`config.mk`:
```
export PLATFORM = sky130hd
export DESIGN_NAME = stm_fifo
export DESIGN_NICKNAME = d
export VERILOG_FILES = /design/src/hdl/assert_macros.svh /design/src/hdl/stm_pkg.sv /design/src/hdl/stm_fifo.sv
export SDC_FILE = /design/constraint.sdc
export NUM_CORES = 1
export LEC_CHECK = 0
export BUFFER_PORTS_ARGS = -buffer_cell sky130_fd_sc_hd__buf_4
export CORE_ASPECT_RATIO = 1.5
export CORE_MARGIN = 2
export CORE_UTILIZATION = 28
export DETAILED_ROUTE_END_ITERATION = 8
export GPL_ROUTABILITY_DRIVEN = 0
export PLACE_DENSITY = 0.5
export SLEW_MARGIN = 15
export SYNTH_ARGS = -nofsm -noshare
export SYNTH_HDL_FRONTEND = slang
export SYNTH_SLANG_ARGS = --single-unit
```
`constraint.sdc`:
```
create_clock -name aclk -period 2.8 [get_ports aclk]
set_input_delay 0.56 -clock aclk [delete_from_list [all_inputs] [get_ports aclk]]
set_output_delay 0.56 -clock aclk [all_outputs]
set_load 0.005 [all_outputs]
```
`src/hdl/assert_macros.svh`:
```
// assertion macros shared by the matcher modules
`ifndef ASSERT_MACROS_SVH
`define ASSERT_MACROS_SVH

// property checked at each rising clock edge, held off while reset is low
`define STM_ASSERT(label, clk, rstn, prop, msg) \
    label: assert property (@(posedge clk) disable iff (!(rstn)) (prop)) else $error(msg);

// condition that must never be seen at a rising clock edge
`define STM_NEVER(label, clk, rstn, cond, msg) \
    label: assert property (@(posedge clk) disable iff (!(rstn)) !(cond)) else $error(msg);

`endif

```
`src/hdl/stm_pkg.sv`:
```
// types, constants and hash helpers of the segment timestamp matcher
package stm_pkg;

    localparam int KEY_W        = 128;
    localparam int STAMP_W      = 63;
    localparam int HASH_W       = 32;
    localparam int HASH_STEPS   = KEY_W / HASH_W;
    localparam int HASH_CNT_W   = $clog2(HASH_STEPS);
    localparam int DIV_CNT_W    = $clog2(HASH_W);
    localparam int ENTRIES_W    = 17;
    localparam int HASH_FOLD    = 5;
    localparam logic [HASH_W-1:0]    HASH_MULT     = 32'd37;
    localparam logic [ENTRIES_W-1:0] ENTRIES_RESET = 17'd57251;

    // configuration port
    localparam int APB_DATA_W = 32;
    localparam int APB_ADDR_W = 3;
    localparam logic REG_TABLE_ENTRIES = 1'b0;

    // queue between front and back
    localparam int QUEUE_DEPTH = 2;
    localparam int QUEUE_PTR_W = $clog2(QUEUE_DEPTH);
    localparam int QUEUE_CNT_W = $clog2(QUEUE_DEPTH + 1);

    typedef enum logic [1:0] {
        OUTCOME_STORED   = 2'd0,
        OUTCOME_COLLIDED = 2'd1,
        OUTCOME_MATCHED  = 2'd2
    } outcome_t;

    typedef struct packed {
        logic [31:0]        source_address;
        logic [31:0]        dest_address;
        logic [15:0]        source_port;
        logic [15:0]        dest_port;
        logic [31:0]        sequence_number;
        logic [STAMP_W-1:0] stamp_us;
    } stm_in_t;

    typedef struct packed {
        outcome_t           outcome;
        logic [STAMP_W-1:0] latency_us;
    } stm_out_t;

    // key and stamp of one observation, also the layout of a table slot
    typedef struct packed {
        logic [KEY_W-1:0]   key;
        logic [STAMP_W-1:0] stamp;
    } stm_job_t;

    typedef struct packed {
        logic busy;
        logic done;
    } stm_div_stat_t;

    // key in wire order, first hashed byte in the top bits
    function automatic logic [KEY_W-1:0] key_of(input stm_in_t d);
        return {d.source_address, d.dest_address, d.source_port, d.dest_port,
                d.sequence_number};
    endfunction

    // four bytes of h = h*37 + byte, most significant byte first
    function automatic logic [HASH_W-1:0] hash_word(input logic [HASH_W-1:0] h_in,
                                                    input logic [HASH_W-1:0] w);
        logic [HASH_W-1:0] h;
        h = h_in;
        for (int i = HASH_W / 8 - 1; i >= 0; i--) begin
            h = h * HASH_MULT + HASH_W'(w[i*8 +: 8]);
        end
        return h;
    endfunction

endpackage

```
`src/hdl/stm_fifo.sv`:
```
// two-entry queue between front end and table engine
module stm_fifo #(
    parameter int W = 8
) (
    input  logic            aclk,
    input  logic            aresetn,
    input  logic            in_valid,
    output logic            in_ready,
    input  logic [W-1:0]    in_data,
    output logic            out_valid,
    input  logic            out_ready,
    output logic [W-1:0]    out_data
);

    logic [W-1:0]                       mem_reg [stm_pkg::QUEUE_DEPTH];
    logic [stm_pkg::QUEUE_PTR_W-1:0]    wr_ptr_reg, rd_ptr_reg;
    logic [stm_pkg::QUEUE_CNT_W-1:0]    cnt_reg, cnt_next;
    logic                               push, pop;

    assign in_ready  = (cnt_reg != stm_pkg::QUEUE_CNT_W'(stm_pkg::QUEUE_DEPTH));
    assign out_valid = (cnt_reg != '0);
    assign push      = in_valid && in_ready;
    assign pop       = out_valid && out_ready;
    assign out_data  = mem_reg[rd_ptr_reg];

    always_comb begin
        cnt_next = cnt_reg;
        if (push && !pop) cnt_next = cnt_reg + 1'b1;
        if (pop && !push) cnt_next = cnt_reg - 1'b1;
    end

    always_ff @(posedge aclk) begin
        if (!aresetn) begin
            wr_ptr_reg <= '0;
            rd_ptr_reg <= '0;
            cnt_reg    <= '0;
        end else begin
            if (push) wr_ptr_reg <= wr_ptr_reg + 1'b1;
            if (pop) rd_ptr_reg <= rd_ptr_reg + 1'b1;
            cnt_reg <= cnt_next;
        end
    end

    always_ff @(posedge aclk) begin
        if (push) mem_reg[wr_ptr_reg] <= in_data;
    end

endmodule

```
[Word-level counts from Yosys, hierarchy flattened]
Memories as Yosys holds them, arrays and structs flattened. A register that Yosys moved wholly into a read port is not among the register bits.
Cells that the tools add are included.
Storage, ports and cells
  register bits: 4
  memories: 1
  bits in read-only memories: 0
  bits in latches: 0
  RAM bits: 16
Memory list
  mem_reg: depth 2, width 8, read ports 1, clocked after memory_dff 1, write ports 1, RTL line stm_fifo.sv:15  | logic [W-1:0] mem_reg [stm_pkg::QUEUE_DEPTH];
Operators by class
  $add $sub $neg: 4
  shift operators: 0
  multiply operators: 0
  equality and inequality tests: 1
  reductions and logical operators: 8
  div/mod/pow operators: 0
  bitwise gates (word level): 0
  order comparisons: 0
  multiplexer cells: 6
Operators by type and width (number)
  logical AND 1 bit: 4
  two-way mux 1 bit: 4
  two-way mux 2 bit: 2
  nonzero test 2 bit: 2
  adder 1 bit, second input constant: 2
  adder 2 x 1 -> 2 bit, second input constant: 1
  zero test 1 bit: 2
  != test 2 bit, second input constant: 1
  subtractor 2 x 1 -> 2 bit, second input constant: 1

[Longest topological paths before layout]
Gate-level depths: netlist of the first run.
  word-level depth: 6
  mapped depth: 6

[Least setup slack after synthesis of the first run]
OpenSTA, ideal clock, no wires.
  kind: input to register
  from: input out_ready
  to: register cnt_reg[1] in the netlist's numbering
  required time: 2730 ps
  arrival: 1450 ps
  path buffers: 0
  slack: 1280 ps
  stages: 4
  cells stage by stage: o21a_1 -> ha_1 -> or3_1 -> a21oi_1
Between the ends
  cells in the longest elaborated chain, start to end: 4
  elaborated cells between the ends (all ways): 6
  classes of those cells: mux (1); reduce/logical (5)
RTL lines
  from (decl): RTL line stm_fifo.sv:11  | input logic out_ready,
  logical AND 1 bit *: RTL line stm_fifo.sv:23  | assign pop = out_valid && out_ready;
  zero test 1 bit: RTL line stm_fifo.sv:28  | if (push && !pop) cnt_next = cnt_reg + 1'b1;
  logical AND 1 bit: RTL line stm_fifo.sv:28
  nonzero test 2 bit (no line)
  to (signal assigned): RTL line stm_fifo.sv:40  | cnt_reg <= cnt_next;
  to (decl): RTL line stm_fifo.sv:17  | logic [stm_pkg::QUEUE_CNT_W-1:0] cnt_reg, cnt_next;
Every way passes the cells marked *; elsewhere a longest branch is shown, timed or not.
A chain may end at the register's enable or synchronous reset.

==> results of run 1 <==
[area by class of cell]
cell class	count	area (um2)
Clock buffer	4	45.04
Fill cell	291	1659
Inverter	2	7.507
Multi-Input combinational cell	26	209.0
Sequential cell	21	580.6
Tap cell	37	46.29
Timing Repair Buffer	21	157.7
[synthesized netlist by cell type (2+ instances only)]
| cell type | number | area share, % |
|---|---|---|
| edfxtp_1 | 16 | 60 |
| mux2_2 | 8 | 11 |
| dfxtp_1 | 5 | 12 |
| nor2_1 | 3 | 1.4 |
| a21oi_1 | 2 | 1.2 |
| inv_1 | 2 | 0.94 |
| xnor2_1 | 2 | 2.2 |
[kinds of logic after synthesis]
family	share of synthesized area, %
AND/OR/NAND/NOR	5.930
XOR/XNOR	3.277
buffers and inverters	1.560
AO/OA/AOI/OAI	4.056
adder cells (fa/ha/maj)	1.560
multiplexers	11.23
flip-flops	72.39
[worst reg2reg max path, stage by stage (launching register included)]
cell and delay [ps]:
dfxtp_1 410, nand2b_1 220, nand2_1 90, ha_1 330, or3_1 370, a21oi_1 140
[through the flow]
step / instances / hold slack, ps
after floorplan: 50 / 479.9
after global placement: 107 / 509.7
after detailed placement: 107 / 501.5
after CTS: 111 / 483.1
after global routing: 111 / 472.5
final: 111 / 489.0
[power breakdown]
part           internal (mW)  total [mW]  switching [mW]
Combinational          0.172       0.280           0.108
Clock                  0.101       0.188          0.0872
Sequential             0.401       0.446          0.0444
[metal layers]
metal / vias up / share of wire (%) / GRT usage, %
met5: - / 0 / 0
met4: 0 / 1.2 / 4.505
met1: 220 / 32 / 7.023
met3: 2 / 8.0 / 3.646
met2: 14 / 59 / 14.81
li1: 228 / - / -
[worst paths after layout]
| check | endpoint | depth (start not counted) |
|---|---|---|
| setup / recovery | out_data[1] | 2 |
| hold / removal | mem_reg[1][0] | 1 |
| setup reg to reg | cnt_reg[1] | 5 |
| hold reg to reg | flop | 2 |
==> impl_metrics.py, run 1 <==
metrics = {
    "routing": {
        "wl_per_cell_um": 11.47,
        "via_per_inst": 4.180,
        "ant_nets": 0,
        "drt_wl_total_um": 1273,
        "dr.pass1.iters": 3,
        "num_vias": 464,
        "drc": 0,
        "drtIter0Drc": 3,
    },
    "final_layout": {
        "diodes": 0,
        "final_common_cell": "buf_4",
        "final_area_um2": 1046,
        "largest_reg_flops": 16,
        "final_cell_mix": "buf_4 (21), edfxtp_1 (16), mux2_2 (8)",
        "final_core_util_pct": 38.67,
        "final_nets": 88,
        "area_delta_synth_final_pct": 30.42,
        "drive_gt1_share_pct": 45.95,
    },
    "sta": {
        "fmax_mhz": 531.8,
        "fin_crit_sh_pct": 67.16,
        "rsz0062_at_grt": "false",
        "hold_viol": 0,
        "finClkSkew_ps": 3.585,
        "setup_viol": 0,
        "drv_slew": 0,
        "worstMarginPinSlew_ps": 397.6,
        "tns_ps": 0,
        "layout_min_cycle_time_ps": 1880,
        "fin_ws_ps": 919.7,
        "slew_headroom_pct": 73.49,
    },
    "cts": {
        "path_clk_slew_ps": 70,
        "cts_tree": "done",
        "cts_root_buf": "clkbuf_8",
        "cts.repair.resized": 0,
        "cts_setup_buffers": 0,
        "h-tree-depth": 1,
        "insertion_delay_ps": 250,
        "cts_buffers": 3,
        "ctsHoldBuffers": 0,
        "clockBufferDepth": 2,
        "clock-sinks": 21,
    },
    "setup_path": {
        "cpPeakStageDelay_ps": 550,
        "cp_num_buf_inv": 1,
        "startpoint_type": "flop",
        "reg2reg_from": "cnt_reg[0]",
        "slowest_stage": "dfxtp_1",
        "crit_type": "flop to output port",
        "worst-path-max-fanout": 8,
        "critPathArrivalTime_ps": 1320,
        "required_ps": 2240,
        "setup.worst_path.end_class": "output port",
        "path_delay_family": "flip-flops",
        "crit_chain": "mux2_2, buf_4",
        "rrSetupSlack_ps": 1190,
    },
    "die": {
        "row_count": 23,
        "initial_core_util_pct": 29.65,
        "dieArea_um2": 3317,
        "ios": 22,
        "dieWidth_um": 47.70,
        "core_um2": 2705,
        "die_h_um": 69.55,
    },
    "logic_synthesis": {
        "syn-num-nets": 63,
        "ys.flop_type": "edfxtp_1",
        "synth_async_sr_flop_share_pct": 0,
        "synth_area_um2": 802.0,
        "synth-edff-count": 16,
        "yosysSeqAreaShare_pct": 72.39,
        "syn_inst": 50,
        "synth_cell_types": 19,
        "ys_warn_count": 0,
        "avgSynthCellArea_um2": 16.04,
        "ys_ff_latch": 21,
    },
    "power": {
        "power_density_nw_per_um2": 873.4,
        "total_power_mw": 0.9136,
        "vdd_ir_drop_max_uv": 423.7,
        "p_leak_nw": 0.4062,
    },
    "global_route": {
        "grt_usage_pct": 8.382,
        "antenna_found_initial": 0,
        "grt_pass1_vias": 454,
        "grt_max_degree": 12,
        "grt_pass1_wl_um": 1945,
        "overflow": 0,
    },
    "placement": {
        "io_buffer_count": 21,
        "place_area_um2": 1001,
        "dpl_worst_slack_ps": 1110,
        "hpwl_um": 943.7,
    },
    "min_path": {
        "hold_class": "input pin to flop",
        "hp-start": "in_data[0]",
    },
    "flow_run": {
        "cap_viol_max_count": 0,
    },
    "status": {
        "outcome": "finished, final reports clean",
    },
}
Power figures use the tool's default switching activity.
==> inputs of run 2 (changes only) <==
==> constraint.sdc (replaced) <==
create_clock -name aclk -period 1.8 [get_ports aclk]
set_input_delay 0.36 -clock aclk [delete_from_list [all_inputs] [get_ports aclk]]
set_output_delay 0.36 -clock aclk [all_outputs]
set_load 0.005 [all_outputs]
==> run 2 against run 1 <==
Against the previous run: global-route usage shrank 0.59 points; power grew 55%; clock-buffer cell count is the same; utilization is the same; wire length shrank 6.5%; critical path depth is the same; sequential power grew 54%; largest power group unchanged.
==> impl_metrics.py, run 2 (synthesized netlist as in run 1, its figures left out) <==
metrics = {
    "power": {
        "p_leak_nw": 0.4062,
        "power_density_nw_per_um2": 1351,
        "vdd_ir_drop_max_uv": 690.6,
    },
    "cts": {
        "cts_tree": "done",
        "cts.repair.resized": 0,
        "path_clk_slew_ps": 70,
        "h-tree-depth": 1,
        "cts_setup_buffers": 0,
        "clockBufferDepth": 2,
        "clock-sinks": 21,
        "insertion_delay_ps": 250,
        "cts_root_buf": "clkbuf_8",
        "cts_buffers": 3,
        "ctsHoldBuffers": 0,
    },
    "setup_path": {
        "cpPeakStageDelay_ps": 530,
        "slowest_stage": "dfxtp_1",
        "required_ps": 1440,
        "worst-path-max-fanout": 8,
        "crit_type": "flop to output port",
        "critPathArrivalTime_ps": 1300,
        "crit_chain": "mux2_2, buf_4",
        "startpoint_type": "flop",
        "setup.worst_path.end_class": "output port",
    },
    "sta": {
        "setup_viol": 0,
        "slew_headroom_pct": 74.51,
        "fin_crit_sh_pct": 92.24,
        "finClkSkew_ps": 1.676,
        "tns_ps": 0,
        "rsz0062_at_grt": "false",
        "hold_viol": 0,
        "layout_min_cycle_time_ps": 1660,
        "drv_slew": 0,
        "worstMarginPinSlew_ps": 382.3,
        "fmax_mhz": 602.3,
        "whs_ps": 292.5,
    },
    "global_route": {
        "grt_pass1_wl_um": 1863,
        "grt_usage_pct": 7.790,
        "antenna_found_initial": 0,
        "grt_pass1_vias": 461,
        "grt_max_degree": 12,
        "overflow": 0,
    },
    "status": {
        "outcome": "finished, final reports clean",
    },
    "routing": {
        "drtIter0Drc": 7,
        "via_per_inst": 4.045,
        "wl_per_cell_um": 10.72,
        "drt_wl_total_um": 1190,
        "dr.pass1.iters": 2,
        "drc": 0,
        "ant_nets": 0,
        "num_vias": 449,
    },
    "final_layout": {
        "fillCellCount": 282,
        "diodes": 0,
        "multi_input_area_um2": 209.0,
        "final_nets": 88,
        "area_delta_synth_final_pct": 30.42,
        "drive_gt1_share_pct": 45.95,
        "final_cell_mix": "buf_4 (21), edfxtp_1 (16), mux2_2 (8)",
        "final_common_cell": "buf_4",
        "largest_reg_flops": 16,
        "seq_area_um2": 580.6,
    },
    "die": {
        "ios": 22,
        "initial_core_util_pct": 29.65,
        "die_h_um": 69.55,
        "row_count": 23,
        "dieArea_um2": 3317,
        "core_um2": 2705,
        "dieWidth_um": 47.70,
    },
    "placement": {
        "io_buffer_count": 21,
        "hpwl_um": 893.2,
    },
    "flow_run": {
        "cap_viol_max_count": 0,
    },
    "min_path": {
        "hold_class": "input pin to flop",
    },
}
-- run 2: cell counts in the layout (fill, tap and decap cells not counted) --
No cell type changed its count.
-- run 2: report_power, final --
part           internal, mW  total [mW]  switching, mW  leakage, nW
Clock                 0.157       0.287          0.130       0.0228
Sequential            0.624       0.689         0.0647        0.191
Combinational         0.267       0.437          0.169        0.192
Total                  1.05        1.41          0.365        0.406
-- run 2: worst max-delay path, delay by kind of cell (launching register included) --
| family | cells | cell delay, ps |
|---|---|---|
| buf+inv | 1 | 140 |
| flops | 1 | 530 |
| mux | 1 | 390 |
-- run 2: layer usage --
metal	global-route usage, %	routed length, um	part of all wire [%]	up-vias
met5	0	0	0	-
met4	4.505	14	1.2	0
met3	2.344	84	7.1	2
met2	12.89	625	53	14
met1	8.013	464	39	204
li1	-	-	-	229
-- run 2: through the flow --
step | utilization [%] | setup WS (ps) | cell area (um2) | cells | power, mW
after floorplan | - | 291.3 | 802.0 | 50 | 0.9497
after global placement | 37.00 | 264.7 | 1001 | 107 | 1.138
after detailed placement | 37.00 | 220.7 | 1001 | 107 | 1.146
after CTS | 38.67 | 92.20 | 1046 | 111 | 1.440
after global routing | 38.67 | 66.92 | 1046 | 111 | 1.507
final | 38.67 | 139.6 | 1046 | 111 | 1.413
-- run 2: final cells by class --
type                            count  area share, %
Clock buffer                        4          4.306
Inverter                            2         0.7177
Multi-Input combinational cell     26          19.98
Sequential cell                    21          55.50
Tap cell                           37          4.426
Timing Repair Buffer               21          15.07
-- run 2: final timing paths --
kind / start / slack [ps] / depth (start not counted) / to
worst min-delay path: in_data[7] / 290 / 1 / mem_reg[0][7]
worst max-delay path: flop / 140 / 2 / out_data[3]
worst max register to register: cnt_reg[0] / 210 / 5 / cnt_reg[1]
worst min register to register: rd_ptr_reg / 510 / 2 / flop
