File: src/hdl/assert_macros.svh
// assertion macros shared by the matcher modules
`ifndef ASSERT_MACROS_SVH
`define ASSERT_MACROS_SVH

// property checked at each rising clock edge, held off while reset is low
`define STM_ASSERT(label, clk, rstn, prop, msg) \
    label: assert property (@(posedge clk) disable iff (!(rstn)) (prop)) else $error(msg);

// condition that must never be seen at a rising clock edge
`define STM_NEVER(label, clk, rstn, cond, msg) \
    label: assert property (@(posedge clk) disable iff (!(rstn)) !(cond)) else $error(msg);

`endif

File: src/hdl/stm_pkg.sv
// types, constants and hash helpers of the segment timestamp matcher
package stm_pkg;

    localparam int KEY_W        = 128;
    localparam int STAMP_W      = 63;
    localparam int HASH_W       = 32;
    localparam int HASH_STEPS   = KEY_W / HASH_W;
    localparam int HASH_CNT_W   = $clog2(HASH_STEPS);
    localparam int DIV_CNT_W    = $clog2(HASH_W);
    localparam int ENTRIES_W    = 17;
    localparam int HASH_FOLD    = 5;
    localparam logic [HASH_W-1:0]    HASH_MULT     = 32'd37;
    localparam logic [ENTRIES_W-1:0] ENTRIES_RESET = 17'd57251;

    // configuration port
    localparam int APB_DATA_W = 32;
    localparam int APB_ADDR_W = 3;
    localparam logic REG_TABLE_ENTRIES = 1'b0;

    // queue between front and back
    localparam int QUEUE_DEPTH = 2;
    localparam int QUEUE_PTR_W = $clog2(QUEUE_DEPTH);
    localparam int QUEUE_CNT_W = $clog2(QUEUE_DEPTH + 1);

    typedef enum logic [1:0] {
        OUTCOME_STORED   = 2'd0,
        OUTCOME_COLLIDED = 2'd1,
        OUTCOME_MATCHED  = 2'd2
    } outcome_t;

    typedef struct packed {
        logic [31:0]        source_address;
        logic [31:0]        dest_address;
        logic [15:0]        source_port;
        logic [15:0]        dest_port;
        logic [31:0]        sequence_number;
        logic [STAMP_W-1:0] stamp_us;
    } stm_in_t;

    typedef struct packed {
        outcome_t           outcome;
        logic [STAMP_W-1:0] latency_us;
    } stm_out_t;

    // key and stamp of one observation, also the layout of a table slot
    typedef struct packed {
        logic [KEY_W-1:0]   key;
        logic [STAMP_W-1:0] stamp;
    } stm_job_t;

    typedef struct packed {
        logic busy;
        logic done;
    } stm_div_stat_t;

    // key in wire order, first hashed byte in the top bits
    function automatic logic [KEY_W-1:0] key_of(input stm_in_t d);
        return {d.source_address, d.dest_address, d.source_port, d.dest_port,
                d.sequence_number};
    endfunction

    // four bytes of h = h*37 + byte, most significant byte first
    function automatic logic [HASH_W-1:0] hash_word(input logic [HASH_W-1:0] h_in,
                                                    input logic [HASH_W-1:0] w);
        logic [HASH_W-1:0] h;
        h = h_in;
        for (int i = HASH_W / 8 - 1; i >= 0; i--) begin
            h = h * HASH_MULT + HASH_W'(w[i*8 +: 8]);
        end
        return h;
    endfunction

endpackage

File: src/hdl/stm_div.sv
// bit-serial remainder unit for the slot index
`include "assert_macros.svh"

module stm_div #(
    parameter int TABLE_DEPTH = 65536,
    localparam int IDX_W  = $clog2(TABLE_DEPTH),
    localparam int SLOT_W = IDX_W + 1
) (
    input  logic                        aclk,
    input  logic                        aresetn,
    input  logic                        start,
    input  logic [stm_pkg::HASH_W-1:0]  dividend,
    input  logic [SLOT_W-1:0]           divisor,
    output stm_pkg::stm_div_stat_t      stat,
    output logic [IDX_W-1:0]            remainder
);

    logic                               busy_reg, busy_next;
    logic                               done_reg, done_next;
    logic [stm_pkg::DIV_CNT_W-1:0]      cnt_reg, cnt_next;
    logic [stm_pkg::HASH_W-1:0]         num_reg, num_next;
    logic [IDX_W-1:0]                   rem_reg, rem_next;
    logic [SLOT_W-1:0]                  d_reg, d_next;
    logic [SLOT_W-1:0]                  trial;

    assign trial = {rem_reg, num_reg[stm_pkg::HASH_W-1]};

    always_comb begin
        busy_next = busy_reg;
        done_next = 1'b0;
        cnt_next  = cnt_reg;
        num_next  = num_reg;
        rem_next  = rem_reg;
        d_next    = d_reg;
        if (start) begin
            busy_next = 1'b1;
            cnt_next  = stm_pkg::DIV_CNT_W'(stm_pkg::HASH_W - 1);
            num_next  = dividend;
            rem_next  = '0;
            d_next    = divisor;
        end else if (busy_reg) begin
            // restoring step: remainder stays below the divisor
            if (trial >= d_reg) begin
                rem_next = IDX_W'(trial - d_reg);
            end else begin
                rem_next = IDX_W'(trial);
            end
            num_next = {num_reg[stm_pkg::HASH_W-2:0], 1'b0};
            cnt_next = cnt_reg - 1'b1;
            if (cnt_reg == '0) begin
                busy_next = 1'b0;
                done_next = 1'b1;
            end
        end
    end

    always_ff @(posedge aclk) begin
        if (!aresetn) begin
            busy_reg <= 1'b0;
            done_reg <= 1'b0;
        end else begin
            busy_reg <= busy_next;
            done_reg <= done_next;
        end
    end

    always_ff @(posedge aclk) begin
        cnt_reg <= cnt_next;
        num_reg <= num_next;
        rem_reg <= rem_next;
        d_reg   <= d_next;
    end

    assign stat.busy = busy_reg;
    assign stat.done = done_reg;
    assign remainder = rem_reg;

    `STM_ASSERT(a_div_start_idle, aclk, aresetn, start |-> !busy_reg, "divide started while busy")
    `STM_ASSERT(a_div_rem_range, aclk, aresetn, done_reg |-> ({1'b0, rem_reg} < d_reg), "remainder not below divisor")

endmodule

File: src/hdl/stm_front.sv
// front end: takes an observation, hashes its key and reduces it to a slot index
module stm_front #(
    parameter int TABLE_DEPTH = 65536,
    localparam int IDX_W  = $clog2(TABLE_DEPTH),
    localparam int SLOT_W = IDX_W + 1
) (
    input  logic                            aclk,
    input  logic                            aresetn,
    input  logic                            s_valid,
    output logic                            s_ready,
    input  stm_pkg::stm_in_t                s_data,
    input  logic [stm_pkg::ENTRIES_W-1:0]   cfg_entries,
    output logic                            q_valid,
    input  logic                            q_ready,
    output stm_pkg::stm_job_t               q_job,
    output logic [IDX_W-1:0]                q_idx
);

    typedef enum logic [4:0] {
        FR_IDLE  = 5'b00001,
        FR_HASH  = 5'b00010,
        FR_START = 5'b00100,
        FR_DIV   = 5'b01000,
        FR_HOLD  = 5'b10000
    } fr_state_t;

    localparam logic [SLOT_W-1:0] DEPTH_SLOTS = SLOT_W'(TABLE_DEPTH);

    fr_state_t                          state_reg, state_next;
    stm_pkg::stm_job_t                  job_reg;
    logic [stm_pkg::KEY_W-1:0]          key_sh_reg;
    logic [stm_pkg::HASH_W-1:0]         h_reg;
    logic [stm_pkg::HASH_CNT_W-1:0]     cnt_reg;
    logic [IDX_W-1:0]                   idx_reg;
    logic [SLOT_W-1:0]                  slots;
    logic [stm_pkg::HASH_W-1:0]         folded;
    logic                               div_start;
    stm_pkg::stm_div_stat_t             div_stat;
    logic [IDX_W-1:0]                   div_rem;

    // zero slots means one, more than the table holds means all of it
    always_comb begin
        if (cfg_entries == '0) begin
            slots = SLOT_W'(1);
        end else if (32'(cfg_entries) > 32'(TABLE_DEPTH)) begin
            slots = DEPTH_SLOTS;
        end else begin
            slots = SLOT_W'(cfg_entries);
        end
    end

    assign folded    = h_reg + (h_reg >> stm_pkg::HASH_FOLD);
    assign div_start = (state_reg == FR_START);

    stm_div #(
        .TABLE_DEPTH (TABLE_DEPTH)
    ) u_div (
        .aclk      (aclk),
        .aresetn   (aresetn),
        .start     (div_start),
        .dividend  (folded),
        .divisor   (slots),
        .stat      (div_stat),
        .remainder (div_rem)
    );

    always_comb begin
        state_next = state_reg;
        case (state_reg)
            FR_IDLE: begin
                if (s_valid) state_next = FR_HASH;
            end
            FR_HASH: begin
                if (cnt_reg == stm_pkg::HASH_CNT_W'(stm_pkg::HASH_STEPS - 1)) begin
                    state_next = FR_START;
                end
            end
            FR_START: state_next = FR_DIV;
            FR_DIV: begin
                if (div_stat.done) state_next = FR_HOLD;
            end
            FR_HOLD: begin
                if (q_ready) state_next = FR_IDLE;
            end
            default: state_next = FR_IDLE;
        endcase
    end

    always_ff @(posedge aclk) begin
        if (!aresetn) begin
            state_reg <= FR_IDLE;
        end else begin
            state_reg <= state_next;
        end
    end

    always_ff @(posedge aclk) begin
        case (state_reg)
            FR_IDLE: begin
                if (s_valid) begin
                    job_reg.key   <= stm_pkg::key_of(s_data);
                    job_reg.stamp <= s_data.stamp_us;
                    key_sh_reg    <= stm_pkg::key_of(s_data);
                    h_reg         <= '0;
                    cnt_reg       <= '0;
                end
            end
            FR_HASH: begin
                // one 32-bit word of the key per cycle
                h_reg      <= stm_pkg::hash_word(h_reg,
                                  key_sh_reg[stm_pkg::KEY_W-1 -: stm_pkg::HASH_W]);
                key_sh_reg <= {key_sh_reg[stm_pkg::KEY_W-stm_pkg::HASH_W-1:0],
                               stm_pkg::HASH_W'(0)};
                cnt_reg    <= cnt_reg + 1'b1;
            end
            FR_DIV: begin
                if (div_stat.done) idx_reg <= div_rem;
            end
            default: begin
            end
        endcase
    end

    assign s_ready = (state_reg == FR_IDLE);
    assign q_valid = (state_reg == FR_HOLD);
    assign q_job   = job_reg;
    assign q_idx   = idx_reg;

endmodule

File: config.mk
export PLATFORM = sky130hd
export DESIGN_NAME = stm_front
export DESIGN_NICKNAME = d
export VERILOG_FILES = /design/src/hdl/stm_pkg.sv /design/src/hdl/stm_div.sv /design/src/hdl/stm_front.sv
export VERILOG_INCLUDE_DIRS = /design/src /design/src/hdl
export SDC_FILE = /design/constraint.sdc
export NUM_CORES = 1
export LEC_CHECK = 0
export BUFFER_PORTS_ARGS = -buffer_cell sky130_fd_sc_hd__buf_2
export CAP_MARGIN = 20
export CORE_MARGIN = 10
export CORE_UTILIZATION = 40
export CTS_CLUSTER_DIAMETER = 120
export DETAILED_ROUTE_END_ITERATION = 7
export GPL_ROUTABILITY_DRIVEN = 0
export PLACE_DENSITY_LB_ADDON = 0.08
export SETUP_SLACK_MARGIN = 0.02
export SYNTH_ARGS = -nofsm -noshare
export SYNTH_HDL_FRONTEND = slang
export SYNTH_SLANG_ARGS = --single-unit
File: constraint.sdc
create_clock -name aclk -period 12.9 [get_ports aclk]
set_input_delay 0.645 -clock aclk [delete_from_list [all_inputs] [get_ports aclk]]
set_output_delay 0.645 -clock aclk [all_outputs]
set_load 0.01 [all_outputs]
; Word level (Yosys, flattened, before mapping)
; Cells that the tools add are included.
[word_totals]
ff_bits = 446
in_bits = 212
output_inout_bits = 209
wordCells = 69
[op_classes]
n_addsub = 8
n_mul = 4
n_lt_le_gt_ge = 2
eq_ne = 10
mux = 19
bitwise_logic = 2
reduce_logical = 10
[ops]
columns = op, count
row1 = $pmux 128 s2, 1
row2 = $add 32x8->32, 4
row3 = $mul 32x6->32 const B, 4
row4 = $mux 128, 1
row5 = $mux 32, 3
row6 = $pmux 32 s2, 1
row7 = $add 32x27->32, 1
row8 = $pmux 5 s5, 1
row9 = $mux 5, 4
row10 = $ge 17x17->1, 1
row11 = $gt 17x17->1 const B, 1
row12 = $logic_not 17->1, 1
row13 = $mux 17, 1
row14 = $mux 16, 1
row15 = $sub 16x16->16, 1
row16 = $reduce_and 2->1, 3
row17 = $eq 5x1->1 const B, 1
row18 = $eq 5x2->1 const B, 1
row19 = $eq 5x3->1 const B, 1
row20 = $eq 5x4->1 const B, 1
row21 = $eq 5x5->1 const B, 1
row22 = $logic_not 5->1, 1
row23 = $sub 5x1->5 const B, 1
row24 = $mux 1, 4
row25 = other kinds (11), 15

; Longest topological paths before layout
; Gate-level depths: netlist of the first run.
[logic_depth]
depth_word = 9
mapped_depth = 62
mapped_depth_nobuf = 62

; Hierarchy
; A second synthesis of the first run with hierarchy kept.
[hier_totals]
cells_unflattened = 3011
area_unflattened_um2 = 32215.9
[modules_own_cells]
columns = module, instances, cells_each, area_each_um2, seq_area_each_um2
row1 = stm_front, 1, 2643, 28185.8, 11180.7
row2 = stm_div, 1, 368, 4030.1, 1931.9

; Worst setup path after synthesis of the first run
; Ideal clock, no wire load.
[synth_timing]
kind = reg2reg
start = register h_reg[5] in the netlist's numbering
end = register h_reg[31] in the netlist's numbering, data pin
setup_ns = 0.139
t_arrival_ns = 12.800
slack_ns = -0.039
stages_incl_launch_ff = 59
path_buffers = 0
synth_period_minus_slack_ns = 12.939
cell_sequence = edfxtp_1 -> ha_1 -> ha_1 -> ha_1 -> inv_1 -> fa_1 -> inv_1 -> ha_1 -> o21a_1 -> o31a_1 -> nor2_1 -> nor2_1 -> nor2_1 -> xnor2_1 -> ha_1 -> ha_1 -> fa_1 -> inv_1 -> [... 23 more ...] -> o21ai_0 -> nand2b_1 -> xor2_1 -> ha_1 -> ha_1 -> fa_1 -> ha_1 -> ha_1 -> a21o_1 -> a21oi_1 -> o21ai_0 -> a21o_1 -> a221oi_1 -> o2bb2ai_1 -> o21ai_0 -> a21oi_1 -> xor3_1 -> nor2_1
[synth_between]
elab_chain_cells = 9
[synth_rtl]
columns = element, line_no
row1 = start: declaration, stm_front.sv:32  ; logic [stm_pkg::HASH_W-1:0] h_reg;
row2 = start signal: assignment, stm_front.sv:110  ; h_reg <= stm_pkg::hash_word(h_reg,
row3 = $mul 32x6->32, stm_pkg.sv:68  ; h = h * HASH_MULT + HASH_W'(w[i*8 +: 8]);
row4 = $add 32x8->32, stm_pkg.sv:68
row5 = $mul 32x6->32, stm_pkg.sv:68
row6 = $add 32x8->32, stm_pkg.sv:68
row7 = $mul 32x6->32, stm_pkg.sv:68
row8 = $add 32x8->32, stm_pkg.sv:68
row9 = $mul 32x6->32, stm_pkg.sv:68
row10 = $add 32x8->32, stm_pkg.sv:68
row11 = $pmux 32 s2, stm_front.sv:98  ; case (state_reg)
; Every way passes these cells.
; A chain may end at the register's enable or synchronous reset.

; Final worst setup path of the first run
; Ends and elaborated chain as after synthesis.

==> reports/results.txt, run 1 <==
The run finished with clean final reports. The first global-routing pass estimated 122,000 microns of wire. The sequential share of the synthesized area is 0.420. Buffers inserted during clock tree synthesis total 52. The transition time of the tightest slew-check pin is 1.05 ns. The residual DRC count was 0; the synthesized-area fraction occupied by adder cells was 0.282.

For the aggregate global routing overflow, the log shows 0. The cell with the largest stage delay on the worst path is sky130_fd_sc_hd__fa_1. The tools report the clock tree root buffer cell as sky130_fd_sc_hd__clkbuf_16.

The routed design has 75,400 microns of wire. The die is 299 microns wide. The tools report the starting utilization of the core area as 0.403. Pin count of the biggest net entering global routing: 78.

The net count after synthesis was 3,506. The min-delay analysis places its worst path in the category input pin to flip-flop. The die extent in y was 299 microns; the post-synthesis cell count was 2,664. The xor and xnor fraction of the mapped netlist area is 0.0469, and the share of final-layout standard cells stronger than drive strength 1 is 0.292. Averaged over all synthesized cells, the footprint is 11.7 sq um. The fraction of synthesized area in multiplexers is 0.0391. Counting both buffers and inverters, the worst setup path holds a total of 6. The number of antenna violations at the first check in global routing is 3.

Setup repair after global routing could not meet its margin everywhere. The synthesized design spends more area on one cell type than any other, namely sky130_fd_sc_hd__edfxtp_1. The tools report the clock tree skew after final layout as 0.0614 ns. The leading cell type by number of instances after synthesis is sky130_fd_sc_hd__ha_1. In this run the number of H-tree levels came out at 2.

Detailed placement ended at an HPWL of 60,500 microns. The share of the synthesized area in the top cell type came out at 0.402. The number of enable flip-flop cells after synthesis works out to 418. The number of failing hold endpoints at the final stage was 0. The post-synthesis async set-or-reset flop share is 0, and the number of placed instances with taps included is 4,311.

By instance count, the cell type seen most on the critical path is sky130_fd_sc_hd__ha_1. Max-cap violations in this run came to 0. Along the worst path, the maximum fanout reaches 3. The share of the synthesized area in compound gates (AO/OA/AOI/OAI) is 0.0902, and the total I/O pin count is 421. By area the synthesized netlist is led by sky130_fd_sc_hd__edfxtp_1 (40%), sky130_fd_sc_hd__ha_1 (20%), sky130_fd_sc_hd__fa_1 (7.8%). TritonCTS built the clock tree. The area growth from synthesis to layout is 25.2%. The run gives 849 as the number of DRC markers after the initial detailed-route iteration. STA classifies the critical path startpoint as a flip-flop. Ratio of final minimum period to clock period: 0.973. The detailed-route vias per instance is 4.91, and the clock transition at the registers of the reported paths is 0.06 ns. The sink count of the clock tree was 446.

The later pin in the worst-skew pair is clocked with a latency of 0.63 ns. The synthesized flop and latch total came out at 446. Most used flip-flop cell after synthesis: sky130_fd_sc_hd__edfxtp_1.

Derived from the worst setup path, the maximum achievable clock frequency is 79.6 MHz. The dominant combinational cell family by area after synthesis was adder cells. Detailed routing inserted a total of 21,800 vias. By count the netlist is led by sky130_fd_sc_hd__ha_1 (508), sky130_fd_sc_hd__edfxtp_1 (418), sky130_fd_sc_hd__inv_1 (374), sky130_fd_sc_hd__a21oi_1 (126), sky130_fd_sc_hd__nor2_1 (123). The tools report the total number of yosys warnings as 0. The per-cell routed wire length is 17.0 microns, and the minimum setup slack among reg-to-reg paths is 0.34 ns. The tools report the via count of the first global-routing pass as 23,500. The area fraction in and, or, nand and nor cells after synthesis was 0.0727; the final max-slew violation count was 0. The number of nets with antenna violations after detailed routing came out at 0. Counting I/O delays and the setup requirement, the final critical path takes 12.56 ns. Synthesis instantiated 80 different standard cells from the library. For this run, the number of standard cells in the final layout without fillers is 4,438. The largest stage delay on the critical path works out to 0.48 ns.

For the critical path data arrival time, the log shows 12.89 ns. Setup violations remaining at the end of the flow were counted as 0. STA classifies the critical path endpoint as a flip-flop. STA puts the critical path data required time at 13.24 ns.

The area enclosed by the die boundary is 0.0896 sq mm, and the relative slew slack is 0.279. Port buffering added 420 buffers. The total area inside the core boundary comes to 0.0775 sq mm. No sink is reached through more buffers than the 3 on the longest clock path. In the final design database the tool counted 4,195 nets.

The fill cell total of the finished layout came out at 7,011. For this run, the detailed router's first-pass iteration total came to 5. The register with the most flip-flops in the layout has 191 of them. The critical path class was flip-flop to flip-flop. The row count is 102.

After synthesis the cells add up to 0.0312 sq mm. The run gives 0.165 as the overall global routing resource usage. Among cell families on the critical path, the largest total delay comes from adder cells.
-- cell usage in the layout (no fill, tap or decap), drive strengths merged, types with 65 or more instances in the layout --
cell,Yosys,final
a21oi,127,127
buf,5,670
clkbuf,30,65
edfxtp,418,418
fa,122,122
ha,508,508
inv,374,378
mux2,97,97
nand2,120,120
nor2,123,123
o21ai,123,123
xnor2,108,108
-- final cells by class --
| type | instances | area [sq um] | area share |
|---|---|---|---|
| Multi-Input combinational cell | 1808 | 17500 | 0.448 |
| Inverter | 375 | 1410 | 0.0361 |
| Tap cell | 1040 | 1300 | 0.0333 |
| Clock buffer | 65 | 1360 | 0.0348 |
| Antenna cell | 2 | 5.00 | 0.000128 |
| Clock inverter | 32 | 395 | 0.0101 |
| Timing Repair Buffer | 670 | 3980 | 0.102 |
| Sequential cell | 446 | 13100 | 0.335 |
-- what timing repair did --
| action | in CTS | in global routing |
|---|---|---|
| endpoints found under the hold margin | 0 | 0 |
| gates resized for setup | 42 | 116 |
| pin swaps | 28 | 81 |
| buffers inserted | 11 | 17 |
| endpoints found under the setup margin | 5 | 14 |
| hold buffers | 0 | 0 |
-- path summary, 6_finish.rpt --
path | endpoint | start | cells past startpoint
worst max-delay path | h_reg[31] | h_reg[5] | 53
worst min-delay path | q_job[62] | s_data[62] | 1
worst max register to register | h_reg[31] | h_reg[5] | 53
worst min register to register | q_idx[1] | u_div.remainder[1] | 0
-- logic make-up after synthesis --
| kind of cell | count (synthesis) |
|---|---|
| AND/OR/NAND/NOR | 461 |
| XOR/XNOR | 160 |
| AO/OA/AOI/OAI | 447 |
| buffers and inverters | 410 |
| flip-flops | 446 |
| adder cells (fa/ha/maj) | 630 |
| multiplexers | 110 |
-- routing by layer --
| metal | vias to the layer above | part of all wire | track usage |
|---|---|---|---|
| met5 | - | 0.00023 | 0 |
| met4 | 2 | 0.018 | 0.0355 |
| met3 | 87 | 0.049 | 0.0367 |
| met2 | 381 | 0.51 | 0.303 |
| met1 | 10500 | 0.42 | 0.195 |
| li1 | 10800 | - | - |
-- per-stage QoR --
step	utilization	instance area, sq um	worst slack [ns]	setup TNS (ns)	hold WS, ns
floorplan	-	31200	0.0751	0	0.431
global placement	0.467	36200	-0.172	-0.366	0.476
detailed placement	0.467	36200	-0.409	-1.28	0.476
CTS	0.494	38300	0.0236	0	0.148
global route	0.505	39100	-0.327	-0.881	0.149
finish	0.505	39100	0.343	0	0.189
-- worst reg2reg max path, delay by kind of cell (launching register included) --
family	cells	cell delay, ns
xor+xnor	12	2.08
buf+inv	6	0.71
compound gates	9	1.59
flops	1	0.41
fa+ha+maj	18	5.71
simple gates	8	1.83
Power of run 1 is not shown: default switching activity piles up to over one toggle a cycle in this logic, so the estimate is an artifact.
==> inputs of run 2 (changes only) <==
--- a/config.mk
+++ b/config.mk
@@ -6,10 +6,12 @@
 export SDC_FILE = /design/constraint.sdc
 export NUM_CORES = 1
 export LEC_CHECK = 0
+export ABC_AREA = 1
 export BUFFER_PORTS_ARGS = -buffer_cell sky130_fd_sc_hd__buf_2
 export CAP_MARGIN = 20
 export CORE_MARGIN = 10
 export CORE_UTILIZATION = 40
+export CTS_BUF_LIST = sky130_fd_sc_hd__clkbuf_8
 export CTS_CLUSTER_DIAMETER = 120
 export DETAILED_ROUTE_END_ITERATION = 7
 export GPL_ROUTABILITY_DRIVEN = 0
==> run 2 against run 1 <==
  * Setup slack gained 0.27 ns
  * Worst hold slack lost 0.059 ns
  * Highest routed layer is now met4
  * Clock skew shrank 0.026 ns
  * Largest cell class unchanged
==> reports/results.txt, run 2 <==
At the pin with the least slew margin, the transition time is 1.06 ns. The count of H-tree levels built during CTS was 3; the routed via count was 24,000. The synthesized-area fraction occupied by adder cells came out at 0.272. After synthesis, the largest family of logic cells by area is adder cells. Of all cell types, the one taking the most synthesized area is sky130_fd_sc_hd__edfxtp_1. The number of buffer cells added on primary ports was 420; the clock period minus final worst setup slack was 12.29 ns. The critical path endpoint category was a flip-flop. The cell depth of the worst min-delay path is 1. The flow ran to the end, and the final reports show no timing, DRC or antenna violations.

The fraction of synthesized area in multiplexers is 0, and the mean post-synth cell area is 9.63 sq um. The share of the synthesized area in the top cell type is 0.388, and the peak clock frequency supported by timing is 81.4 MHz. For the final max-slew violation count, the log shows 0. For the worst slack at placement, the log shows -0.287 ns. Counting cells, the worst reg-to-reg path comes to 50. The dominant cell type by count on the critical path was sky130_fd_sc_hd__ha_1. The net count of the finished layout is 4,728. The tools report the area taken by multi-input logic gates as 0.0174 sq mm.

Before antenna repair, the detailed router went through 5 iterations. Counting distinct cell types in the post-synthesis netlist gives 50. The TritonCTS buffer count was 82; the horizontal die dimension was 304 microns. Registers take 0.0131 sq mm. Signed area change from the synthesized netlist to the final layout: 18.9%.

By area the synthesized netlist is led by sky130_fd_sc_hd__edfxtp_1 (39%), sky130_fd_sc_hd__ha_1 (20%), sky130_fd_sc_hd__nand2_1 (8.8%). The logs give 0 for the number of max-capacitance violations reported and 24,600 for the via count of the first global-routing pass. Of all nets on the critical path, the largest fanout is 5. The logs give 5 for the number of antenna violations at the first check in global routing and 161 for the pin count of the biggest net entering global routing.

The net count after synthesis came out at 4,199. Data on the critical path arrives at its endpoint at 12.71 ns. The ratio of final minimum period to clock period was 0.952; the die extent in y was 304 microns. The aggregate global routing overflow was 0; the clock insertion delay at the later pin of the skew report was 0.68 ns. The critical path in this run is classified as flip-flop to flip-flop. The tools report the startpoint of the worst hold path as s_data[2]. Once routing completed, OpenROAD measured the worst setup slack at 0.615 ns. The relative slew slack was 0.292. The number of failing hold endpoints at the final stage came out at 0.

The worst hold endpoint was q_job[2]. The run gives 0.61 ns as the minimum setup slack among reg-to-reg paths. Clock-pin slew was measured on the worst setup and hold paths at 0.06 ns. The core region is 0.0803 sq mm.

The xor and xnor fraction of the mapped netlist area came out at 0.0328. In this run the count of I/O pins placed on the die edge is 421. STA puts the critical path data required time at 13.32 ns. The most common cell after layout, fill and taps aside was sky130_fd_sc_hd__nand2_1. The post-synthesis async set-or-reset flop share is 0. The first global-routing pass estimated 133,000 microns of wire. Area enclosed by the die boundary: 0.0925 sq mm.

Summed over all layers, the routed wires come to 83,000 microns. In the routed design, unresolved DRC markers number 0. STA classifies the critical path startpoint as a flip-flop.

Setup repair after global routing could not meet its margin everywhere. Counting flops with a built-in enable in the synthesized netlist gives 418. The share of the synthesized area in compound gates (AO/OA/AOI/OAI) was 0.0769.

The library cells used most frequently in the layout, excluding fill and tap cells, are sky130_fd_sc_hd__nand2_1 (758), sky130_fd_sc_hd__inv_1 (610), sky130_fd_sc_hd__ha_1 (493), sky130_fd_sc_hd__buf_2 (420), sky130_fd_sc_hd__edfxtp_1 (418). The area fraction in and, or, nand and nor cells after synthesis came out at 0.138. Dividing the detail-routed wire length by the instance count gives 16.6 microns.

The leading cell type by number of instances after synthesis was sky130_fd_sc_hd__nand2_1. The synthesized flop and latch total was 446; the number of nets with antenna violations after detailed routing was 0. In the routed layout, each cell is associated on average with a via count of 4.78.

The maximum clock path buffer count came out at 3. The row count was 104. The first routing iteration left 1,041 violations. The share of final-layout standard cells stronger than drive strength 1 came out at 0.190.

Among all stages on the critical path, the largest delay is contributed by sky130_fd_sc_hd__fa_1. The most used flip-flop cell after synthesis is sky130_fd_sc_hd__edfxtp_1. The run gives 3,357 as the post-synthesis cell count. The Yosys step of the flow raised 0 warnings. The half-perimeter wire length after detailed placement was 65,800 microns; the starting utilization of the core area was 0.402. The worst register-to-register path begins at h_reg[5]. The run gives 0.406 as the sequential share of the synthesized area. The register with the most flip-flops in the layout has 191 of them.

The tree built by TritonCTS fans out to 446 sinks. TritonCTS built the clock tree. The fill cell total of the finished layout was 7,773. CTS placed an instance of sky130_fd_sc_hd__clkbuf_8 at the clock tree root. The final count of negative-setup-slack endpoints was 0. The min-delay analysis places its worst path in the category input pin to flip-flop. The synthesized netlist occupies a cell area of 0.0323 sq mm.

Largest stage delay on the critical path: 0.50 ns. The worst register-to-register path ends at h_reg[30]. Across the routed clock network, the largest skew measured is 0.0353 ns.

The tools report the overall global routing resource usage as 0.177. By count the netlist is led by sky130_fd_sc_hd__nand2_1 (761), sky130_fd_sc_hd__inv_1 (590), sky130_fd_sc_hd__ha_1 (508), sky130_fd_sc_hd__edfxtp_1 (418), sky130_fd_sc_hd__a21oi_1 (204).
## run 2: cell types whose count changed in the layout (fill, tap and decap cells not counted), sizes merged, moves of 53 or more
cell   change
a21oi     +83
nand2    +651
inv      +239
mux2      -97
buf      -183
nand3     +54
nor2      +53
## run 2: timing repair
action                                  4_1_cts  5_1_grt
setup buffers                                 1       25
hold buffers                                  0        0
pin swaps                                     1       22
endpoints found under the setup margin        5       14
gates resized for setup                       9      103
## run 2: layer usage
layer | up-vias | part of all wire | global-route usage
li1 | 12200 | - | -
met1 | 11200 | 0.44 | 0.216
met2 | 434 | 0.49 | 0.308
met3 | 112 | 0.053 | 0.0407
met4 | 0 | 0.022 | 0.0450
met5 | - | 0 | 0
## run 2: logic make-up after synthesis
group	after synthesis
simple gates	1096
flops	446
xor+xnor	121
compound gates	432
fa+ha+maj	630
buf+inv	632
## run 2: worst max-delay path by stage
stage,to,cells past startpoint,startpoint
after global placement,h_reg[30],49,h_reg[4]
final,h_reg[30],50,h_reg[5]
after floorplan,h_reg[31],52,h_reg[6]
after detailed placement,h_reg[30],49,h_reg[4]
after global routing,h_reg[31],60,h_reg[5]
after CTS,h_reg[30],50,h_reg[5]
## run 2: stage by stage
stage	instance area, sq um	hold WS, ns	std cells	utilization	setup TNS (ns)
6_report	38400	0.130	5016	0.479	0
5_1_grt	38400	0.0718	5014	0.479	-0.0587
4_1_cts	37700	0.0628	4986	0.470	0
3_5_place_dp	35900	0.469	4836	0.447	-0.492
3_3_place_gp	35900	0.456	4836	0.447	-0.527
2_1_floorplan	32300	0.437	3357	-	0
## run 2: final cells by class
type                            count  area share
Sequential cell                   446       0.341
Antenna cell                        5    0.000326
Inverter                          590      0.0578
Clock inverter                     58      0.0129
Tap cell                         1060      0.0345
Clock buffer                       91      0.0326
Multi-Input combinational cell   2279       0.453
Timing Repair Buffer              487      0.0681
## run 2: critical path, delay by kind of cell, from the launching register on
family / cells / cell delay (ns)
AO/OA/AOI/OAI: 7 / 1.38
flip-flops: 1 / 0.44
buffers and inverters: 5 / 0.48
XOR/XNOR: 3 / 0.67
AND/OR/NAND/NOR: 15 / 2.16
adder cells (fa/ha/maj): 20 / 6.87
Power of run 2 is left out for the same reason.
